File: config.mk
export PLATFORM = sky130hd
export DESIGN_NAME = enc_front
export DESIGN_NICKNAME = d
export VERILOG_FILES = /design/src/rtl/core/enc_pkg.sv /design/src/rtl/core/enc_front.sv
export SDC_FILE = /design/constraint.sdc
export NUM_CORES = 1
export LEC_CHECK = 0
export BUFFER_PORTS_ARGS = -buffer_cell sky130_fd_sc_hd__clkbuf_2
export CAP_MARGIN = 0
export CELL_PAD_IN_SITES_DETAIL_PLACEMENT = 1
export CELL_PAD_IN_SITES_GLOBAL_PLACEMENT = 1
export CORE_ASPECT_RATIO = 0.7
export CORE_MARGIN = 8
export CORE_UTILIZATION = 28
export CTS_CLUSTER_DIAMETER = 80
export DETAILED_ROUTE_END_ITERATION = 10
export GPL_TIMING_DRIVEN = 0
export PLACE_DENSITY = 0.83
export SETUP_SLACK_MARGIN = 0.2
export SYNTH_ARGS = -nofsm -noshare
export SYNTH_HDL_FRONTEND = slang
export SYNTH_SLANG_ARGS = --single-unit
File: constraint.sdc
create_clock -name clk -period 3.63 [get_ports clk]
set_input_delay 0.726 -clock clk [delete_from_list [all_inputs] [get_ports clk]]
set_output_delay 0.726 -clock clk [all_outputs]
set_load 0.05 [all_outputs]
File: src/rtl/core/enc_pkg.sv
// ----------------------------------------------------------------------------
// enc_pkg: shared types and constants for the Euler node clamp core
// Field widths, register indexes and the item formats that move between the
// front end, the item queue, the arithmetic back end and the result buffer.
// ----------------------------------------------------------------------------
package enc_pkg;

  localparam int LANES  = 3;
  localparam int NODE_W = 12;
  localparam int Q_W    = 32;
  localparam int NRM_W  = 16;
  localparam int LIM_W  = 31;
  localparam int IDX_W  = 3;

  // Configuration register indexes
  localparam logic [IDX_W-1:0] REG_STEP_FACTOR    = 3'd0;
  localparam logic [IDX_W-1:0] REG_STEP_LENGTH    = 3'd1;
  localparam logic [IDX_W-1:0] REG_MAX_DISP       = 3'd2;
  localparam logic [IDX_W-1:0] REG_NORMALIZE_MODE = 3'd3;
  localparam logic [IDX_W-1:0] REG_FORCE_CLAMP    = 3'd4;
  localparam logic [IDX_W-1:0] REG_TRACK_NORMAL   = 3'd5;

  // 1.0 in Q16.16
  localparam logic [LIM_W-1:0] ONE_Q16 = 31'd65536;

  // Item queue between front and back
  localparam int QDEPTH = 4;
  localparam int QAW    = 2;

  typedef struct packed {
    logic [NODE_W-1:0]            node_id;
    logic [LANES-1:0][Q_W-1:0]    vec;      // gradient, then displacement
    logic [LANES-1:0][NRM_W-1:0]  nrm;
    logic [LIM_W-1:0]             lim;
    logic                         clamp;    // clamp enabled, later: clamped
    logic                         track;
    logic                         inb;      // node inside the store
  } item_t;

  typedef struct packed {
    logic [NODE_W-1:0]            node_id;
    logic [LANES-1:0][Q_W-1:0]    disp;
    logic [Q_W-1:0]               total;
    logic                         clamped;
  } res_t;

endpackage

File: src/rtl/core/enc_front.sv
// ----------------------------------------------------------------------------
// enc_front: configuration registers and item classification
// Accept nodes, pick the displacement limit and the clamp enable, flag nodes
// outside the store, and push the classified item into the queue.
// ----------------------------------------------------------------------------
module enc_front #(
  parameter int NODES = 4096
) (
  input  logic                          clk,
  input  logic                          rst_n,
  input  logic                          cfg_valid,
  input  logic [enc_pkg::IDX_W-1:0]     cfg_index,
  input  logic [31:0]                   cfg_data,
  input  logic                          in_push,
  input  logic [enc_pkg::NODE_W-1:0]    in_node_id,
  input  logic signed [enc_pkg::Q_W-1:0]   in_grad_x,
  input  logic signed [enc_pkg::Q_W-1:0]   in_grad_y,
  input  logic signed [enc_pkg::Q_W-1:0]   in_grad_z,
  input  logic signed [enc_pkg::NRM_W-1:0] in_normal_x,
  input  logic signed [enc_pkg::NRM_W-1:0] in_normal_y,
  input  logic signed [enc_pkg::NRM_W-1:0] in_normal_z,
  input  logic                          q_full,
  input  logic                          busy,
  output logic                          in_full,
  output logic                          q_push,
  output enc_pkg::item_t                q_item,
  output logic signed [enc_pkg::Q_W-1:0]   step_factor
);
  import enc_pkg::*;

  logic signed [Q_W-1:0] step_factor_r;
  logic [LIM_W-1:0]      step_length_r;
  logic [LIM_W-1:0]      max_disp_r;
  logic                  normalize_mode_r;
  logic                  force_clamp_r;
  logic                  track_normal_r;
  logic [LIM_W-1:0]      lim;

  always_ff @(posedge clk) begin
    if (!rst_n) begin
      step_factor_r    <= -32'sd65536;
      step_length_r    <= ONE_Q16;
      max_disp_r       <= '0;
      normalize_mode_r <= 1'b1;
      force_clamp_r    <= 1'b0;
      track_normal_r   <= 1'b0;
    end else if (cfg_valid) begin
      case (cfg_index)
        REG_STEP_FACTOR:    step_factor_r    <= cfg_data;
        REG_STEP_LENGTH:    step_length_r    <= cfg_data[LIM_W-1:0];
        REG_MAX_DISP:       max_disp_r       <= cfg_data[LIM_W-1:0];
        REG_NORMALIZE_MODE: normalize_mode_r <= cfg_data[0];
        REG_FORCE_CLAMP:    force_clamp_r    <= cfg_data[0];
        REG_TRACK_NORMAL:   track_normal_r   <= cfg_data[0];
        default:            step_factor_r    <= step_factor_r;
      endcase
    end
  end

  assign step_factor = step_factor_r;
  assign in_full     = q_full | busy;
  assign q_push      = in_push & ~in_full;

  always_comb begin
    if (max_disp_r != '0) begin
      lim = max_disp_r;
    end else if (normalize_mode_r) begin
      lim = step_length_r;
    end else begin
      lim = ONE_Q16;
    end
    q_item.node_id = in_node_id;
    q_item.vec[0]  = in_grad_x;
    q_item.vec[1]  = in_grad_y;
    q_item.vec[2]  = in_grad_z;
    q_item.nrm[0]  = in_normal_x;
    q_item.nrm[1]  = in_normal_y;
    q_item.nrm[2]  = in_normal_z;
    q_item.lim     = lim;
    q_item.clamp   = force_clamp_r | ~normalize_mode_r | (lim < step_length_r);
    q_item.track   = track_normal_r;
    q_item.inb     = (32'(in_node_id) < 32'(NODES));
  end

endmodule

==> run summary <==
Yosys cell types: 37
GRT overflow: 0
Clock Latency Late Sink: 0.35 ns
Vias in the first global route: 6449
Post-Syn Area: 0.00589 mm2
Leakage power: 4.12 nW
Share of the synthesized area in the top cell type: 0.330
Drt pass-1 iters: 4
Power share of the combinational group: 0.370
Total power draw: 0.00327 W
Total of max-cap violations: 0
Post-synthesis area per instance: 7.91 um2
Initial Utilization: 0.285
Internal: 0.00202 W
Top Ports: 421
Die W: 189 um
Initial DRC count: 278
CTS tree: built
FF-to-FF Start: max_disp_r[12]
Post-synth EDFFs: 0
Switching share of power: 0.382
Average wire per standard cell: 20.0 um
Relative slew margins: 0.607
Layout net count: 1263
YS warnings: 0
Final core utilization: 0.412
RSZ-0062 raised after global routing: true
Final period util: 1.14
Synthesized Nets: 972
Critical path class: reg -> out
Clock buffer count from CTS: 9
Failing checks: negative setup slack
Avg Vias per Cell: 4.51
Final Hold Slack: 0.460 ns
Worst setup SP type: register
Antenna violations before repair: 0
Hold WC Path Type: reg -> reg
Final ANT Viol Nets: 0
Pin count of the biggest net entering global routing: 17
Cell accounting for the most synthesized area: dfxtp_1
Share of post-route cells with drive strength above 1: 0.526
Core area: 0.0207 mm2
N_diodes: 0
CTS Hold Buffers Added: 0
Switch Pwr: 0.00125 W
Seq cells post-synth: 97
Final Max Slew Viols: 0
Clock-pin slew on the worst setup and hold paths: 0.08 ns
Count leader, synth: nand2_1
Synth Instances: 745
Final setup viols: 1
Sequential share of power: 0.340
PD cells: 383 mW/mm2
Crit. Startpoint: max_disp_r[20]
Fin Clk Skew: 0 ns
Critical Path RT: 2.90 ns
Hold Crit Start: step_factor[15]
Htree depth: 3
Crit path max fanout: 5
Synth area leaders: dfxtp_1, buf_4, nand2_1
Crit end category: output pin
Final wirelength: 26300 um
Post-synthesis sequential area ratio: 0.330
CTS max path bufs: 2
Final setup margin: -0.524 ns
Clk pwr share: 0.289
Worst Tran Pin Value: 0.590 ns
Die Y: 137 um
Total GRT Usage: 0.187
Crit path arrival time: 3.43 ns
Routability cong.: 0.834
Ys async rst share: 0
I/O Buffers: 262
Ys flop type: dfxtp_1
Area growth syn-to-layout: 44.9%
Period minus WS final: 4.15 ns
VDD IR max: 0.195 mV
Vias: 5937
Residual DRC count: 0
Fmax: 241 MHz
Die Area: 0.0260 mm2
Worst slack, placed: -0.528 ns
Final Hold Viols: 0
Status: finished with violations
Root Driver: clkbuf_16
Clk sinks: 97
Std-Cell Rows: 44
Synth cell count leaders: nand2_1, buf_4, dfxtp_1
DP HPWL: 21400 um
Sum Neg Setup Slack: -0.524 ns
First-pass GRT wire length: 38000 um
-- through the flow --
step | area (um2) | std cells
2_1_floorplan | 6230 | 745
3_3_place_gp | 7890 | 1283
3_5_place_dp | 7890 | 1283
4_1_cts | 8450 | 1315
5_1_grt | 8530 | 1317
6_report | 8530 | 1317
-- sequential cells by signal (all words and copies together), names as in the netlist --
register and cells:
step_length_r 31, max_disp_r 31, normalize_mode_r 1, force_clamp_r 1
step_factor 32, track_normal_r 1
-- final cells by class --
| class | instances | area (um2) |
|---|---|---|
| Timing Repair Buffer | 280 | 1480 |
| Buffer | 190 | 1360 |
| Sequential cell | 97 | 1960 |
| Clock buffer | 12 | 256 |
| Fill cell | 2590 | 12200 |
| Tap cell | 276 | 345 |
| Inverter | 35 | 131 |
| Clock inverter | 4 | 32.5 |
| Multi-Input combinational cell | 423 | 2980 |
-- power by group through the flow --
stage	registers [W]	clock network [W]	logic, W
after global routing	0.00112	0.00100	0.00127
after detailed placement	0.00113	0	0.00107
after floorplan	0.00116	0	0.000782
final	0.00111	0.000945	0.00121
after global placement	0.00113	0	0.00106
after CTS	0.00111	0.000964	0.00118
-- metal layers --
layer	share of wire	vias to the layer above	GRT usage	wire, um
li1	-	2865	-	-
met5	0	-	0	0
met3	0.063	15	0.0354	1660
met1	0.44	2866	0.248	11500
met4	0.0093	0	0.0433	245
met2	0.49	191	0.313	12900
-- cell usage in the layout, fill, tap and decap left out, types with 3 or more instances in the layout --
cell type / synthesis / routed
clkbuf_2: 0 / 261
nand2_1: 194 / 194
buf_4: 158 / 171
dfxtp_1: 97 / 87
a21boi_0: 69 / 68
inv_1: 35 / 35
a21o_4: 0 / 18
ha_1: 30 / 18
nand3_1: 17 / 17
clkbuf_1: 15 / 16
buf_2: 14 / 14
ha_4: 0 / 12
a21o_2: 0 / 10
a21boi_1: 9 / 10
nor2_1: 9 / 9
clkbuf_16: 0 / 9
nand4_1: 8 / 8
dfxtp_2: 0 / 8
a21oi_2: 0 / 7
nor4_4: 0 / 6
buf_6: 3 / 6
a21oi_1: 12 / 5
o211ai_1: 5 / 5
nand2b_1: 3 / 3
nor2b_1: 3 / 3
-- critical path: stages, from the launching register on --
cell,delay [ns]
dfxtp_2,0.35
nor4_4,0.33
nand4_1,0.27
nor3_4,0.33
buf_6,0.15
buf_6,0.12
buf_4,0.11
a21o_2,0.14
ha_1,0.14
nand4_1,0.12
nor3_2,0.21
a21oi_2,0.07
buf_4,0.17
nor4_4,0.26
a211oi_4,0.12
buf_8,0.17
-- timing repair --
item                                   CTS  global route
gates cloned                             1             0
buffers inserted                        15             2
endpoints found under the hold margin    0             0
setup endpoints to repair                1             1
gates resized for setup                 33            18
pin swaps                               17            15
-- cells by family (layout without fill, tap and decap cells) --
logic type	count (synthesis)	after routing	share of synthesized area
simple gates	255	255	0.185
buf+inv	225	521	0.251
compound gates	135	135	0.167
flops	97	97	0.330
fa+ha+maj	30	30	0.0637
mux	2	2	0.00340
other cells	1	1	0.000636
-- final timing paths --
kind / cells after the start / endpoint / slack, ns
hold / removal: 2 / step_factor[15] / 0.46
hold reg to reg: 2 / step_factor[15] / 0.46
setup reg to reg: 2 / max_disp_r[12] / 2.75
setup / recovery: 15 / q_item[2] / -0.52
Power figures use the tool's default switching activity.
