$ cat src/rtl/core/enc_pkg.sv
// ----------------------------------------------------------------------------
// enc_pkg: shared types and constants for the Euler node clamp core
// Field widths, register indexes and the item formats that move between the
// front end, the item queue, the arithmetic back end and the result buffer.
// ----------------------------------------------------------------------------
package enc_pkg;

  localparam int LANES  = 3;
  localparam int NODE_W = 12;
  localparam int Q_W    = 32;
  localparam int NRM_W  = 16;
  localparam int LIM_W  = 31;
  localparam int IDX_W  = 3;

  // Configuration register indexes
  localparam logic [IDX_W-1:0] REG_STEP_FACTOR    = 3'd0;
  localparam logic [IDX_W-1:0] REG_STEP_LENGTH    = 3'd1;
  localparam logic [IDX_W-1:0] REG_MAX_DISP       = 3'd2;
  localparam logic [IDX_W-1:0] REG_NORMALIZE_MODE = 3'd3;
  localparam logic [IDX_W-1:0] REG_FORCE_CLAMP    = 3'd4;
  localparam logic [IDX_W-1:0] REG_TRACK_NORMAL   = 3'd5;

  // 1.0 in Q16.16
  localparam logic [LIM_W-1:0] ONE_Q16 = 31'd65536;

  // Item queue between front and back
  localparam int QDEPTH = 4;
  localparam int QAW    = 2;

  typedef struct packed {
    logic [NODE_W-1:0]            node_id;
    logic [LANES-1:0][Q_W-1:0]    vec;      // gradient, then displacement
    logic [LANES-1:0][NRM_W-1:0]  nrm;
    logic [LIM_W-1:0]             lim;
    logic                         clamp;    // clamp enabled, later: clamped
    logic                         track;
    logic                         inb;      // node inside the store
  } item_t;

  typedef struct packed {
    logic [NODE_W-1:0]            node_id;
    logic [LANES-1:0][Q_W-1:0]    disp;
    logic [Q_W-1:0]               total;
    logic                         clamped;
  } res_t;

endpackage

$ cat src/rtl/core/enc_queue.sv
// ----------------------------------------------------------------------------
// enc_queue: short item queue between front end and back end
// Show-ahead register queue; the head entry is always on q_head.
// ----------------------------------------------------------------------------
module enc_queue (
  input  logic            clk,
  input  logic            rst_n,
  input  logic            push,
  input  enc_pkg::item_t  push_item,
  input  logic            pop,
  output logic            full,
  output logic            not_empty,
  output enc_pkg::item_t  q_head
);
  import enc_pkg::*;

  item_t             ent_r [QDEPTH];
  logic [QAW-1:0]    wp_r, rp_r;
  logic [QAW:0]      cnt_r;

  assign full      = (cnt_r == (QAW+1)'(QDEPTH));
  assign not_empty = (cnt_r != '0);
  assign q_head    = ent_r[rp_r];

  always_ff @(posedge clk) begin
    if (push) begin
      ent_r[wp_r] <= push_item;
    end
  end

  always_ff @(posedge clk) begin
    if (!rst_n) begin
      wp_r  <= '0;
      rp_r  <= '0;
      cnt_r <= '0;
    end else begin
      if (push) begin
        wp_r <= wp_r + 1'b1;
      end
      if (pop) begin
        rp_r <= rp_r + 1'b1;
      end
      case ({push, pop})
        2'b10:   cnt_r <= cnt_r + 1'b1;
        2'b01:   cnt_r <= cnt_r - 1'b1;
        default: cnt_r <= cnt_r;
      endcase
    end
  end

endmodule

$ cat config.mk
export PLATFORM = sky130hd
export DESIGN_NAME = enc_queue
export DESIGN_NICKNAME = d
export VERILOG_FILES = /design/src/rtl/core/enc_pkg.sv /design/src/rtl/core/enc_queue.sv
export SDC_FILE = /design/constraint.sdc
export NUM_CORES = 1
export LEC_CHECK = 0
export BUFFER_PORTS_ARGS = -buffer_cell sky130_fd_sc_hd__clkbuf_2
export CORE_ASPECT_RATIO = 0.75
export CORE_MARGIN = 2
export CORE_UTILIZATION = 40
export CTS_CLUSTER_SIZE = 8
export DETAILED_ROUTE_END_ITERATION = 8
export SYNTH_ARGS = -nofsm -noshare
export SYNTH_HDL_FRONTEND = slang
export SYNTH_SLANG_ARGS = --single-unit
$ cat constraint.sdc
create_clock -name clk -period 6.3 [get_ports clk]
set_input_delay 0.315 -clock clk [delete_from_list [all_inputs] [get_ports clk]]
set_output_delay 0.315 -clock clk [all_outputs]
set_load 0.02 [all_outputs]
==> flow_summary.yaml, run 1 <==
status:
  status: "completed"
timing:
  finClkSkew_ns: 0.0193
  fin_crit_sh: 0.486
  relSlewSlack: 0.326
  finalHoldViolations: 0
  finalCriticalPeriod_ns: 3.06
  clock.fmax_ghz: 0.327
  fin_hold_ws_ns: 0.112
  worst_pin_slew_ns: 1.01
  maxSlewViolCount: 0
  setup_violations: 0
  rsz0062_at_grt: "no"
  finalSetupTns_ns: 0
layout:
  final_area_um2: 35600
  layout.nets: 1892
  drive_above_1_share: 0.413
  fillers: 5394
  multi_input_area_um2: 4540
  area_growth_pct: 28.0
  seq_area_um2: 23000
floorplan:
  die_w_um: 309
  io_pins: 386
  rows: 83
  core_um2: 68600
  fp.dieH_um: 232
  initial_utilization: 0.405
  dieArea_um2: 71700
setup_path:
  r2r_slack_ns: 3.91
  rr_startpoint: "wp_r[0]"
  critPathTopFamily: "buffers and inverters"
  cpPeakStageDelay_ns: 0.61
  path_buf_inv: 2
  endpoint: "q_head[118]"
  critPathSlowestCell: "mux4_2"
  cp_num_cells: 3
  startpoint_type: "register"
  crit_arrival_ns: 2.74
  path_class: "reg2out"
  crit_required_ns: 5.98
  crit_path_end_kind: "primary output"
  rr_endpoint: "ent_r[2][122]"
  crit_fanout: 89
  r2r_cells: 4
  cp_cell_sequence: "buf_12 > mux4_2 > clkbuf_2"
clock_network:
  cts_htree_levels: 3
  cts_inserted_buffers: 106
  cts.repair.resized: 0
  path_clk_slew_ns: 0.05
  cts_buffer_depth: 3
  ctsRootBufferMaster: "clkbuf_16"
  clk_latency_ns: 0.65
  cts_tree: "yes"
  cts.sinks: 769
global_routing:
  grt-ovfl-total: 0
  grt_pass1_wl_um: 82900
  grt_max_degree: 120
  antenna_found_initial: 10
  grt_pass1_vias: 14027
  grt_usage: 0.154
synthesis:
  synthCells: 1038
  ys_types: 20
  synth_top_area_share: 0.820
  netlist_top_cells_area: "edfxtp_1 (82%), mux4_2 (15%), dfxtp_1 (0.65%)"
  yosysSeqAreaShare: 0.827
  synth_area_per_cell_um2: 26.8
  yosysWarnings: 0
  ys_seq_elements: 769
  synth_nets: 1238
  yosys.area.top_type: "edfxtp_1"
  synth_area_um2: 27800
pwr:
  power.switching_mw: 2.71
  seqPwrFrac: 0.489
  p_comb_frac: 0.107
  leakage_nw: 12.1
  internal_power_mw: 9.46
  clkPwrFrac: 0.404
  switching_share: 0.223
  power.density_nw_per_um2: 342
  peakVddDrop_mv: 0.342
route:
  ant_nets: 0
  routed_via_density: 4.93
  wl_per_cell_um: 20.7
  first_pass_iters: 4
  drc: 0
  vias: 13077
  finalWirelength_um: 55000
  drt_iter0_markers: 1001
placed_design:
  placed_cell_area_um2: 30800
  gp_congestion: 0.729
  dpl.hpwl_um: 31100
  port_buffers: 385
job:
  maxCapViolCount: 0
hold_path:
  min_path_type: "in2reg"
logic make-up after synthesis:
| group | Yosys count | share of synthesized area |
|---|---|---|
| DFF | 769 | 0.827 |
| muxes | 191 | 0.154 |
| buffers and inverters | 48 | 0.0104 |
| adders and majority gates | 6 | 0.00297 |
| AOI/OAI and AO/OA | 3 | 0.000630 |
| and+or+nand+nor | 16 | 0.00342 |
| xor gates and xnor gates | 5 | 0.00157 |
layout make-up:
cell class                 instances  share of cell area
antenna                            7            0.000492
clock buffer                     121              0.0776
clock inverter                     6             0.00186
inverter                           6            0.000633
multi-input combinational        221               0.127
sequential                       769               0.646
tap                              935              0.0329
timing repair buffer             588               0.113
worst register-to-register path, stage by stage (launching register included):
cell	delay, ns
dfxtp_1	0.35
inv_1	0.10
ha_1	0.15
and2_4	0.49
buf_4	0.87
cell usage after synthesis, drive strengths merged:
master and number:
edfxtp 760, mux4 190, buf 41, and2 10, dfxtp 9, inv 6
ha 5, xor2 3, nand2 2, o21ai 2, or3 2, xnor2 2
a21boi 1, and3 1, clkbuf 1, fa 1, mux2i 1, nor2b 1
layer usage:
layer,part of all wire,global-route usage,wire length (um)
met1,0.43,0.206,23600
met4,0.022,0.0468,1190
met5,0.0010,0,56
met3,0.076,0.0545,4180
met2,0.47,0.238,26000
flip-flops by register name (all words and copies together), names as in the netlist, named ones only:
register / cells
ent_r: 760
cnt_r: 3
rp_r: 2
wp_r: 2
placed cells by master, fill, tap and decap left out:
cell type,n
inv_1,6
xor2_1,3
or3_1,2
inv_16,1
clkbuf_1,12
and2_1,6
edfxtp_1,760
mux4_2,190
inv_6,3
clkinv_8,1
dfxtp_4,2
dlygate4sd3_1,191
fa_1,1
mux2i_1,1
dfxtp_1,7
clkinv_1,1
buf_4,5
and2_4,4
o21ai_0,2
and3_1,1
clkbuf_8,1
ha_1,5
a21boi_0,1
nand2_1,2
diode_2,7
buf_12,7
nor2b_1,1
clkbuf_16,108
xnor2_1,2
clkbuf_2,385
worst min path at each step:
stage / startpoint / to / slack, ns / depth (start not counted)
floorplan: push_item[0] / ent_r[0][0] / 0.41 / 0
detailed placement: cnt_r[2] / cnt_r[2] / 0.53 / 2
finish: pop / register / 0.11 / 3
CTS: pop / register / 0.05 / 3
global route: pop / register / 0.08 / 3
global placement: cnt_r[2] / cnt_r[2] / 0.48 / 2
power groups by stage:
stage	logic, mW	clock network, mW	registers [mW]
floorplan	0.780	0	6.07
CTS	1.33	5.06	5.95
finish	1.30	4.92	5.95
global placement	1.22	0	6.03
detailed placement	1.23	0	6.05
global route	1.40	5.26	5.96
metrics by stage:
step / worst slack, ns / std cells / total power [mW] / utilization
final: 3.24 / 2653 / 12.2 / 0.519
after global routing: 3.08 / 2651 / 12.6 / 0.519
after CTS: 3.16 / 2646 / 12.3 / 0.518
after detailed placement: 3.87 / 2328 / 7.27 / 0.449
after global placement: 3.89 / 2328 / 7.25 / 0.449
after floorplan: 0.861 / 1038 / 6.85 / -
repair_timing:
action / in CTS / in global routing
hold endpoints to repair: 769 / 0
buffers inserted: 0 / 0
hold buffers: 191 / 0
Power figures use the tool's default switching activity.
==> run 2: changes to the inputs <==
==> constraint.sdc (replaced) <==
create_clock -name clk -period 2.95 [get_ports clk]
set_input_delay 0.1475 -clock clk [delete_from_list [all_inputs] [get_ports clk]]
set_output_delay 0.1475 -clock clk [all_outputs]
set_load 0.02 [all_outputs]
==> run 2 against run 1 <==
Die area is the same. First-iteration DRC count shrank 7.1%. Wire length grew 6.7%. Combinational power grew 130%. Sequential share of layout area shrank 1.2 points. Total power grew 120%. Critical endpoint is now q_head[23]. Highest routed layer unchanged.
==> flow_summary.yaml, run 2 (synthesized netlist as in run 1, its figures left out) <==
timing:
  finalSetupTns_ns: 0
  fin_crit_sh: 0.878
  worst_pin_slew_ns: 0.607
  maxSlewViolCount: 0
  clock.fmax_ghz: 0.386
  rsz0062_at_grt: "no"
  fin_hold_ws_ns: 0.256
  finalHoldViolations: 0
  finClkSkew_ns: 0.0225
  finalCriticalPeriod_ns: 2.59
  setup_ws_ns: 0.359
  relSlewSlack: 0.595
  setup_violations: 0
clock_network:
  path_clk_slew_ns: 0.05
  cts_htree_levels: 3
  ctsRootBufferMaster: "clkbuf_16"
  cts_inserted_buffers: 106
  cts.repair.resized: 0
  cts.sinks: 769
  clk_latency_ns: 0.65
  cts_tree: "yes"
  cts_buffer_depth: 3
floorplan:
  dieArea_um2: 71700
  fp.dieH_um: 232
  initial_utilization: 0.405
  die_w_um: 309
  io_pins: 386
  rows: 83
  core_um2: 68600
hold_path:
  min_path_cells: 2
  hold-path-endpoint: "ent_r[1][181]"
  hp-start: "push_item[181]"
  min_path_type: "in2reg"
setup_path:
  crit_required_ns: 2.80
  startpoint_type: "register"
  rr_startpoint: "wp_r[0]"
  cp_num_cells: 3
  crit_path_end_kind: "primary output"
  r2r_slack_ns: 1.03
  rr_endpoint: "ent_r[2][54]"
  critPathSlowestCell: "dfxtp_4"
  path_buf_inv: 2
  r2r_cells: 4
  crit_fanout: 31
  path_class: "reg2out"
  critPathTopFamily: "flip-flops"
  cpPeakStageDelay_ns: 0.74
  crit_arrival_ns: 2.44
  cp_cell_sequence: "buf_4 > mux4_2 > clkbuf_2"
job:
  maxCapViolCount: 0
pwr:
  fin_total_pwr_mw: 26.4
  power.density_nw_per_um2: 728
  leakage_nw: 12.4
  peakVddDrop_mv: 0.550
route:
  drc: 0
  first_pass_iters: 5
  drt_iter0_markers: 930
  wl_per_cell_um: 21.7
  finalWirelength_um: 58700
  ant_nets: 0
  vias: 13508
  routed_via_density: 4.99
placed_design:
  gp_congestion: 0.754
  dpl.hpwl_um: 36200
  port_buffers: 385
  place_ws_ns: 0.968
layout:
  layout.nets: 1939
  largestRegisters: "ent_r (760), cnt_r (3)"
  largest_reg_flops: 760
  fillers: 5312
  drive_above_1_share: 0.425
  final_util: 0.528
  seq_area_um2: 23000
  area_growth_pct: 30.3
  regMostFlops: "ent_r"
  final_common_cell: "edfxtp_1"
  multi_input_area_um2: 4540
  mostFrequentLayoutCells: "edfxtp_1 (760), clkbuf_2 (385), dlygate4sd3_1 (194)"
global_routing:
  grt_pass1_wl_um: 88300
  grt_max_degree: 67
  antenna_found_initial: 10
  grt-ovfl-total: 0
  grt_usage: 0.165
  grt_pass1_vias: 14682
status:
  status: "completed"
[run 2: cell count changes in the layout (fill, tap and decap cells not counted), sizes merged]
cell | before | now
clkbuf | 506 | 515
clkinv | 2 | 3
buf | 12 | 56
bufinv | 0 | 1
dlygate4sd3 | 191 | 194
inv | 10 | 8
[run 2: through the flow]
stage,cells,instance area [um^2]
final,2709,36300
after floorplan,1038,27800
after global routing,2707,36300
after global placement,2372,31400
after CTS,2702,36200
after detailed placement,2372,31400
[run 2: cell type report]
class | instances | area share
clock buffer | 130 | 0.0774
inverter | 6 | 0.000621
antenna | 7 | 0.000483
timing repair buffer | 635 | 0.127
multi-input combinational | 221 | 0.125
sequential | 769 | 0.635
tap | 935 | 0.0323
clock inverter | 6 | 0.00262
[run 2: repair_timing]
| action | 4_1_cts | 5_1_grt |
|---|---|---|
| setup buffers | 0 | 0 |
| hold buffers | 194 | 0 |
| endpoints found under the hold margin | 769 | 0 |
[run 2: worst max-delay path by stage]
stage	start	to	slack, ns
finish	register	q_head[23]	0.36
global route	register	q_head[27]	0.23
CTS	register	q_head[23]	0.27
global placement	wp_r[0]	ent_r[2][59]	0.98
floorplan	wp_r[0]	ent_r[2][0]	0.63
detailed placement	register	q_head[23]	0.97
[run 2: power breakdown]
part	switching, mW	total (mW)	internal [mW]
combinational	1.67	2.93	1.26
clock	4.13	10.8	6.62
sequential	0.130	12.7	12.6
total	5.94	26.4	20.5
[run 2: metal layers]
| layer | track usage | up-vias | routed length [um] |
|---|---|---|---|
| li1 | - | 5903 | - |
| met1 | 0.223 | 7108 | 25000 |
| met2 | 0.258 | 391 | 28000 |
| met3 | 0.0552 | 96 | 4570 |
| met4 | 0.0454 | 10 | 1010 |
| met5 | 0 | - | 69 |
